### config.mk
export PLATFORM = sky130hd
export DESIGN_NAME = atmt_slot_store
export DESIGN_NICKNAME = d
export VERILOG_FILES = /design/src/design/assert_macros.svh /design/src/design/atmt_pkg.sv /design/src/design/atmt_slot_store.sv
export SDC_FILE = /design/constraint.sdc
export NUM_CORES = 1
export LEC_CHECK = 0
export BUFFER_PORTS_ARGS = -buffer_cell sky130_fd_sc_hd__buf_4
export CAP_MARGIN = 15
export CORE_ASPECT_RATIO = 1.4
export CORE_UTILIZATION = 50
export CTS_CLUSTER_SIZE = 20
export DETAILED_ROUTE_END_ITERATION = 7
export GPL_TIMING_DRIVEN = 0
export PLACE_DENSITY = 0.79
export SYNTH_ARGS = -nofsm -noshare
export SYNTH_HDL_FRONTEND = slang
export SYNTH_SLANG_ARGS = --single-unit
### constraint.sdc
create_clock -name clk -period 2.5 [get_ports clk]
set_input_delay 0.5 -clock clk [delete_from_list [all_inputs] [get_ports clk]]
set_output_delay 0.5 -clock clk [all_outputs]
set_load 0.01 [all_outputs]
### src/design/assert_macros.svh
// Assertion macros used by the alarm table top-level design file.
`ifndef ASSERT_MACROS_SVH
`define ASSERT_MACROS_SVH

`ifndef SYNTH

// Clocked property check that is switched off while reset is asserted.
`define ATMT_ASSERT(name, clk, rst_n, prop, msg) \
	name: assert property (@(posedge clk) disable iff (!(rst_n)) (prop)) else $error(msg);

// Clocked property check that also holds during reset.
`define ATMT_ASSERT_ALWAYS(name, clk, prop, msg) \
	name: assert property (@(posedge clk) (prop)) else $error(msg);

`else

`define ATMT_ASSERT(name, clk, rst_n, prop, msg)
`define ATMT_ASSERT_ALWAYS(name, clk, prop, msg)

`endif

`endif

### src/design/atmt_pkg.sv
// Types and constants shared by the alarm time match table design.
`default_nettype none

package atmt_pkg;

	// Operation codes of a request.
	localparam logic [2:0] OP_TICK   = 3'd0;
	localparam logic [2:0] OP_ADD    = 3'd1;
	localparam logic [2:0] OP_REMOVE = 3'd2;
	localparam logic [2:0] OP_SET_EN = 3'd3;
	localparam logic [2:0] OP_QUERY  = 3'd4;
	localparam logic [2:0] OP_CLEAR  = 3'd5;

	// Limits of a valid time of day.
	localparam logic [4:0] HOUR_LIMIT   = 5'd24;
	localparam logic [5:0] MINUTE_LIMIT = 6'd60;
	localparam logic [5:0] SECOND_ZERO  = 6'd0;

	// Status codes.
	localparam logic STATUS_OK     = 1'b0;
	localparam logic STATUS_REJECT = 1'b1;

	// Request payload.
	typedef struct packed {
		logic [2:0] op;
		logic [4:0] time_hour;
		logic [5:0] time_minute;
		logic [5:0] time_second;
		logic [4:0] entry_hour;
		logic [5:0] entry_minute;
		logic       play_kind;
		logic       enable_value;
	} req_t;

	// Response payload.
	typedef struct packed {
		logic status;
		logic fired;
		logic fired_is_play;
		logic is_active;
	} rsp_t;

	// One stored alarm.
	typedef struct packed {
		logic [4:0] hour;
		logic [5:0] minute;
		logic       enabled;
		logic       play;
	} entry_t;

	// Update commands from the sequencer to the slot store.
	typedef struct packed {
		logic wr_entry;
		logic set_valid;
		logic clr_valid;
		logic clr_all;
	} slot_cmd_t;

endpackage

`default_nettype wire

### src/design/atmt_slot_store.sv
// Alarm slot store: valid flags in flip-flops, alarm contents in a memory with one write port and one read port.
`default_nettype none

module atmt_slot_store #(
	parameter int SLOTS = 16,
	parameter int IW    = 4
) (
	input  wire logic                clk,
	input  wire logic                arst_n,
	input  wire logic                rd_en,
	input  wire logic [IW-1:0]       rd_addr,
	output      logic                rd_valid,
	output      atmt_pkg::entry_t    rd_data,
	input  wire atmt_pkg::slot_cmd_t cmd,
	input  wire logic [IW-1:0]       wr_addr,
	input  wire atmt_pkg::entry_t    wr_data
);
	import atmt_pkg::*;

	logic [SLOTS-1:0] valid_q;
	entry_t           mem_q [SLOTS];
	logic             rd_valid_q;
	entry_t           rd_data_q;

	// Valid flags are cleared by reset and by a clear request, and set or cleared per slot by update commands.
	always_ff @(posedge clk or negedge arst_n) begin
		if (!arst_n) begin
			valid_q <= '0;
		end else if (cmd.clr_all) begin
			valid_q <= '0;
		end else if (cmd.set_valid) begin
			valid_q[wr_addr] <= 1'b1;
		end else if (cmd.clr_valid) begin
			valid_q[wr_addr] <= 1'b0;
		end
	end

	// Contents memory: one write port, one registered read port.
	always_ff @(posedge clk) begin
		if (cmd.wr_entry) begin
			mem_q[wr_addr] <= wr_data;
		end
		if (rd_en) begin
			rd_data_q  <= mem_q[rd_addr];
			rd_valid_q <= valid_q[rd_addr];
		end
	end

	assign rd_valid = rd_valid_q;
	assign rd_data  = rd_data_q;

endmodule

`default_nettype wire

; ---- Yosys cells after proc, flatten, opt, wreduce, memory -nomap -nowiden
; Memory sizes are Yosys's and may differ from the RTL's. A register that Yosys moved wholly into a read port is not among the register bits.
; Cells that the tools add are included.
[word_totals]
ff_bits = 17
ram_bits = 208
inputBits = 28
memories = 1
[classes]
n_lt_le_gt_ge = 3
mux = 9
bitwise = 3
reduce_logical = 2
[mem_list]
columns = memory, words, width, rd, rd_ports_with_merged_regs, wr, line
row1 = mem_q, 16, 13, 1, 1, 1, atmt_slot_store.sv:21  ; entry_t mem_q [SLOTS];
[op_table]
columns = cell, count
row1 = 2-to-1 mux 16 bit, 3
row2 = bitwise AND 16 bit, 1
row3 = inverter 16 bit, 1
row4 = bitwise OR 16 bit, 1
row5 = < comparator 4 x 5 -> 1 bit (second input constant), 2
row6 = binary-select mux 1 bit (select 4 bit), 1
row7 = demux 1 bit (select 4 bit), 1
row8 = greater-or-equal comparator 4 x 1 -> 1 bit (second input constant), 1
row9 = 2-to-1 mux 1 bit, 4
row10 = nonzero test 3 bit, 1
row11 = logical AND 1 bit, 1

; ---- Longest topological paths before layout
; Gate-level depths: netlist of the first run.
[logic_depth]
word_depth = 9
mapped_depth = 5

; ---- Least setup slack after synthesis of the first run
; No wires, ideal clock.
[synth_timing]
kind = input-to-reg
start = input rd_addr[1]
end = register rd_data[10] (netlist name)
setup_time_ns = 0.259
arrival_time_ns = 1.569
t_required_ns = 2.241
slack_ns = 0.672
path_stages = 5
cell_sequence = clkbuf_1 -> buf_2 -> mux4_2 -> a22oi_1 -> nand2_1
[synth_lines]
columns = element, line
row1 = "start, declared", atmt_slot_store.sv:11  ; input wire logic [IW-1:0] rd_addr,

; ---- Final worst setup path of the first run
[layout_timing]
start = input wr_addr[1]
end = memory mem_q[5][10] (netlist bit), enable pin
[layout_lines]
columns = element, line
row1 = "start, declared", atmt_slot_store.sv:15  ; input wire logic [IW-1:0] wr_addr,
row2 = "end, declared", atmt_slot_store.sv:21
; No word-level cell before the write port.

==> results of run 1 <==
area by class of cell:
class,instances,area share
Sequential cell,238,0.670
Multi-Input combinational cell,174,0.189
Clock buffer,25,0.0553
Tap cell,240,0.0285
Timing Repair Buffer,37,0.0266
Buffer,31,0.0148
Clock inverter,12,0.0101
Inverter,16,0.00570
Yosys cell counts:
library cell / instances / area [um^2]
a22oi_1: 28 / 210
and3_1: 16 / 100
buf_6: 4 / 45.0
nand3_1: 16 / 80.1
a21oi_1: 16 / 80.1
mux4_2: 56 / 1260
inv_1: 16 / 60.1
and2_0: 1 / 6.26
nand2_1: 14 / 52.6
edfxtp_1: 222 / 6670
dfrtp_1: 16 / 400
nor2b_1: 6 / 37.5
nor2_1: 3 / 11.3
and2_1: 2 / 12.5
a31o_2: 6 / 52.6
a31o_1: 10 / 87.6
buf_4: 1 / 7.51
clkbuf_1: 21 / 78.8
buf_2: 5 / 25.0
power groups by stage:
stage / registers, mW / logic, mW / clock network, mW
finish: 4.49 / 0.477 / 3.25
global route: 4.49 / 0.510 / 3.39
CTS: 4.49 / 0.479 / 3.26
detailed placement: 4.57 / 0.474 / 0
global placement: 4.56 / 0.454 / 0
floorplan: 4.57 / 0.253 / 0
critical path, delay by kind of cell:
family / cells / cell delay, ns
AND/OR/NAND/NOR: 2 / 1.07
buffers and inverters: 2 / 0.53
metrics by stage:
stage          power, mW  setup slack, ns   util  setup TNS, ns  hold WS, ns
6_report            8.21            0.500  0.584              0        0.309
5_1_grt             8.39            0.407  0.584              0        0.308
4_1_cts             8.22            0.492  0.584              0        0.303
3_5_place_dp        5.04         -0.00786  0.545       -0.00786        0.368
3_3_place_gp        5.02           0.0560  0.545              0        0.365
2_1_floorplan       4.82            0.672      -              0        0.204
repair_timing:
| item | CTS | global route |
|---|---|---|
| setup buffers | 0 | 0 |
| setup endpoints to repair | 0 | 0 |
| hold buffers | 1 | 0 |
| hold endpoints to repair | 16 | 0 |
cells by family after synthesis:
| family | share of synthesized area |
|---|---|
| and+or+nand+nor | 0.0324 |
| AOI/OAI and AO/OA | 0.0464 |
| muxes | 0.136 |
| buffers and inverters | 0.0233 |
| DFF | 0.762 |
path summary, 6_finish.rpt:
path                       slack [ns]  depth (start not counted)        start            to
min in group asynchronous        0.40                          2       arst_n    valid_q[6]
min reg2reg                      0.60                          3  valid_q[14]   valid_q[14]
max reg2reg                      0.90                          3  mem_q[3][3]    rd_data[3]
max in group asynchronous        1.91                          2       arst_n    valid_q[8]
max                              0.50                          4   wr_addr[1]  mem_q[5][10]
min                              0.31                          1  wr_data[11]  mem_q[9][11]
per-layer routing:
layer	wire length [um]	vias up	track usage
li1	-	1998	-
met1	7060	2505	0.266
met2	11100	218	0.400
met3	1270	29	0.0323
met4	403	0	0.0708
met5	0	-	0
state kept, by name, indices dropped and copies added, names as in the netlist:
name      flops
mem_q       208
valid_q      16
rd_data      13
rd_valid      1
==> results_dict.tcl, run 1 <==
set metrics [dict create \
    worst_ep_required_time_ns 2.61 \
    postRouteAntennaNets 0 \
    cts_root_buf "clkbuf_16" \
    crit_chain "buf_4 > nor2b_1 > clkbuf_1 > and3_1" \
    gr-total-overflow 0 \
    syn_to_final_growth_pct 13.7 \
    multi_input_area_um2 1990 \
    ir_worst_vdd_mv 0.424 \
    wl_per_cell_um 25.6 \
    dpl-instance-area_um2 9850 \
    critPathKind "in2reg" \
    final_common_cell "edfxtp_1" \
    pwr-share-comb 0.058 \
    crit_slowest_cell "and3_1" \
    fmax_ghz 0.500 \
    ys_types 19 \
    worst_clock_skew_ns 0.0176 \
    layout_worst_path_cycle_share 0.800 \
    gp_congestion 0.887 \
    finalSetupViolCount 0 \
    postSynthCellCount 459 \
    crit_path_end_kind "register" \
    cts.repair.resized 0 \
    grt_usage 0.220 \
    slowest_delay_ns 0.77 \
    antenna_cells 0 \
    status "finished clean" \
    crit_fanout 13 \
    cts_tree "yes" \
    rsz0062_at_grt "no" \
    dp_hpwl_mm 12.4 \
    dieHeight_um 163 \
    slew_headroom 0.418 \
    synth_fp_nets 487 \
    tightest_slew_ns 0.873 \
    vias 4750 \
    final_cell_mix "222 x edfxtp_1, 56 x mux4_2, 37 x buf_4" \
    finalCriticalPeriod_ns 2.00 \
    nets 548 \
    htreeDepth 1 \
    p_per_area_nw_per_um2 778 \
    core_um2 18100 \
    synth_area_um2 9280 \
    portBuffers 36 \
    ys_warn_count 0 \
    grt_pass1_wl_mm 29.8 \
    rows 58 \
    synth.avg_cell_area_um2 20.2 \
    clock-sinks 238 \
    initial_core_util 0.513 \
    pwr-share-clk 0.395 \
    p_sw_frac 0.206 \
    placed_cells 735 \
    seqPwrFrac 0.546 \
    p_int_mw 6.52 \
    dr.pass1.iters 4 \
    fill_cells 1261 \
    grt_pass1_vias 5023 \
    antenna_found_initial 0 \
    ys_seq_area_frac 0.762 \
    grt_max_degree 17 \
    dieArea_um2 19100 \
    clock_path_buffers 3 \
    stdcell_count 773 \
    drtIter0Drc 426 \
    hold_path.class "in2reg" \
    maxCapViolations 0 \
    drive_above_1_share 0.259 \
    drv_slew 0 \
    viasPerCell 6.14 \
    worstSetupStartpointType "input port" \
    worstPathArrival_ns 2.11 \
    power_switching_mw 1.69 \
    post-route-cell-area_um2 10500 \
    ys_ff_latch 238 \
    seq_area_um2 7070 \
    ioPinCount 42 \
    power.leakage_nw 3.49 \
    clk_pin_slew_ns 0.06 \
    insertion_delay_ns 0.50 \
    remaining_drc_errors 0 \
    fp.dieW_um 117 \
    wl_mm 19.8 \
    numCtsBuffers 22 \
    finalHoldViolCount 0 \
]
(Power assumes the default switching activity.)
==> inputs of run 2 (changes only) <==
--- a/config.mk
+++ b/config.mk
@@ -12,7 +12,7 @@
 export CTS_CLUSTER_SIZE = 20
 export DETAILED_ROUTE_END_ITERATION = 7
 export GPL_TIMING_DRIVEN = 0
-export PLACE_DENSITY = 0.79
+export PLACE_DENSITY = 0.82
 export SYNTH_ARGS = -nofsm -noshare
 export SYNTH_HDL_FRONTEND = slang
 export SYNTH_SLANG_ARGS = --single-unit
==> constraint.sdc (replaced) <==
create_clock -name clk -period 1.7 [get_ports clk]
set_input_delay 0.34 -clock clk [delete_from_list [all_inputs] [get_ports clk]]
set_output_delay 0.34 -clock clk [all_outputs]
set_load 0.01 [all_outputs]
==> run 2 against run 1 <==
Combinational power grew 45%. Register-to-register slack got worse by 0.78 ns. Non-clock buffer count unchanged. Sequential cell count stayed put. Largest cell class unchanged. Hold slack got worse by 0.15 ns. Critical path type unchanged.
==> results_dict.tcl, run 2 (same netlist as run 1, synthesis figures left out) <==
set metrics [dict create \
    status "finished clean" \
    largest_reg_flops 208 \
    multi_input_area_um2 2010 \
    dp_hpwl_mm 12.0 \
    dr.pass1.iters 4 \
    portBuffers 36 \
    nets 548 \
    top_register "mem_q" \
    antenna_found_initial 0 \
    dieHeight_um 163 \
    wl_per_cell_um 24.1 \
    clk_pin_slew_ns 0.06 \
    numCtsBuffers 22 \
    fill_cells 1267 \
    grt_pass1_wl_mm 28.6 \
    clock_path_buffers 3 \
    wl_met1_mm 6.70 \
    htreeDepth 1 \
    remaining_drc_errors 0 \
    antenna_cells 0 \
    fmax_ghz 0.611 \
    grt_max_degree 17 \
    seq_area_um2 7070 \
    gp_congestion 0.904 \
    worst_clock_skew_ns 0.00792 \
    crit_fanout 13 \
    finalSetupViolCount 0 \
    rows 58 \
    worst_ep_required_time_ns 1.82 \
    grt_pass1_vias 5003 \
    clock-sinks 238 \
    p_per_area_nw_per_um2 1140 \
    insertion_delay_ns 0.49 \
    vias 4693 \
    hold_slack_ns 0.155 \
    met3_length_mm 1.37 \
    maxCapViolations 0 \
    drv_slew 0 \
    post-place-ws_ns -0.549 \
    drtIter0Drc 432 \
    cts_tree "yes" \
    final_common_cell "edfxtp_1" \
    layout_worst_path_cycle_share 0.963 \
    initial_core_util 0.513 \
    hold_path.class "in2reg" \
    wl_mm 18.7 \
    ir_worst_vdd_mv 0.594 \
    post-route-cell-area_um2 10600 \
    crit_path_end_kind "register" \
    top_layer_used "met4" \
    cts_setup_buffers 0 \
    cts_root_buf "clkbuf_16" \
    power.leakage_nw 3.49 \
    ioPinCount 42 \
    postRouteAntennaNets 0 \
    rsz0062_at_grt "no" \
    worstPathArrival_ns 1.76 \
    worstSetupStartpointType "input port" \
    finalHoldViolCount 0 \
    dieArea_um2 19100 \
    critPathKind "in2reg" \
    met2_length_mm 9.93 \
    syn_to_final_growth_pct 13.9 \
    core_um2 18100 \
    final_cell_mix "222 x edfxtp_1, 56 x mux4_2, 37 x buf_4" \
    gr-total-overflow 0 \
    fp.dieW_um 117 \
    drive_above_1_share 0.280 \
    slew_headroom 0.472 \
    viasPerCell 6.06 \
    finalCriticalPeriod_ns 1.64 \
    setup_slack_ns 0.0630 \
    tightest_slew_ns 0.791 \
    dpl-instance-area_um2 9850 \
    grt_usage 0.210 \
]
run 2: metrics by stage:
step / utilization / TNS (ns) / power (mW) / std cells
2_1_floorplan: - / 0 / 7.09 / 459
3_3_place_gp: 0.545 / -93.06 / 7.37 / 735
3_5_place_dp: 0.545 / -103.57 / 7.41 / 735
4_1_cts: 0.584 / 0 / 12.1 / 775
5_1_grt: 0.585 / 0 / 12.4 / 775
6_report: 0.585 / 0 / 12.0 / 775
run 2: power by group:
part	switching, mW	internal (mW)	leakage, nW
clock	1.98	2.77	0.337
sequential	0.0385	6.55	2.24
combinational	0.410	0.284	0.912
total	2.43	9.61	3.49
run 2: repair_timing:
action / CTS / global route
endpoints found under the hold margin: 16 / 0
gates resized for setup: 5 / 8
endpoints found under the setup margin: 40 / 104
hold buffers: 1 / 0
run 2: final timing paths:
kind                        startpoint           end  slack, ns  depth (start not counted)
hold reg to reg             valid_q[2]    valid_q[2]       0.59                          3
min in group asynchronous       arst_n    valid_q[2]       0.24                          2
setup reg to reg           mem_q[0][4]    rd_data[4]       0.12                          3
hold / removal             wr_data[11]  mem_q[3][11]       0.15                          1
max in group asynchronous       arst_n    valid_q[8]       1.26                          2
setup / recovery            wr_addr[0]  mem_q[2][12]       0.06                          4
run 2: per-layer routing:
metal	GRT usage	up-vias
met5	0	-
met2	0.366	239
met3	0.0323	52
met4	0.0806	0
li1	-	2006
met1	0.263	2396
run 2: layout make-up:
class                           instances  area share
Sequential cell                       238       0.669
Tap cell                              240      0.0284
Buffer                                 31      0.0149
Inverter                               16     0.00568
Clock inverter                         11     0.00959
Clock buffer                           28      0.0562
Multi-Input combinational cell        174       0.190
Timing Repair Buffer                   37      0.0265
run 2: worst max-delay path, cell delays in order:
cell and delay, ns:
buf_4 0.12, nor2b_1 0.21, clkbuf_1 0.39, and3_1 0.69
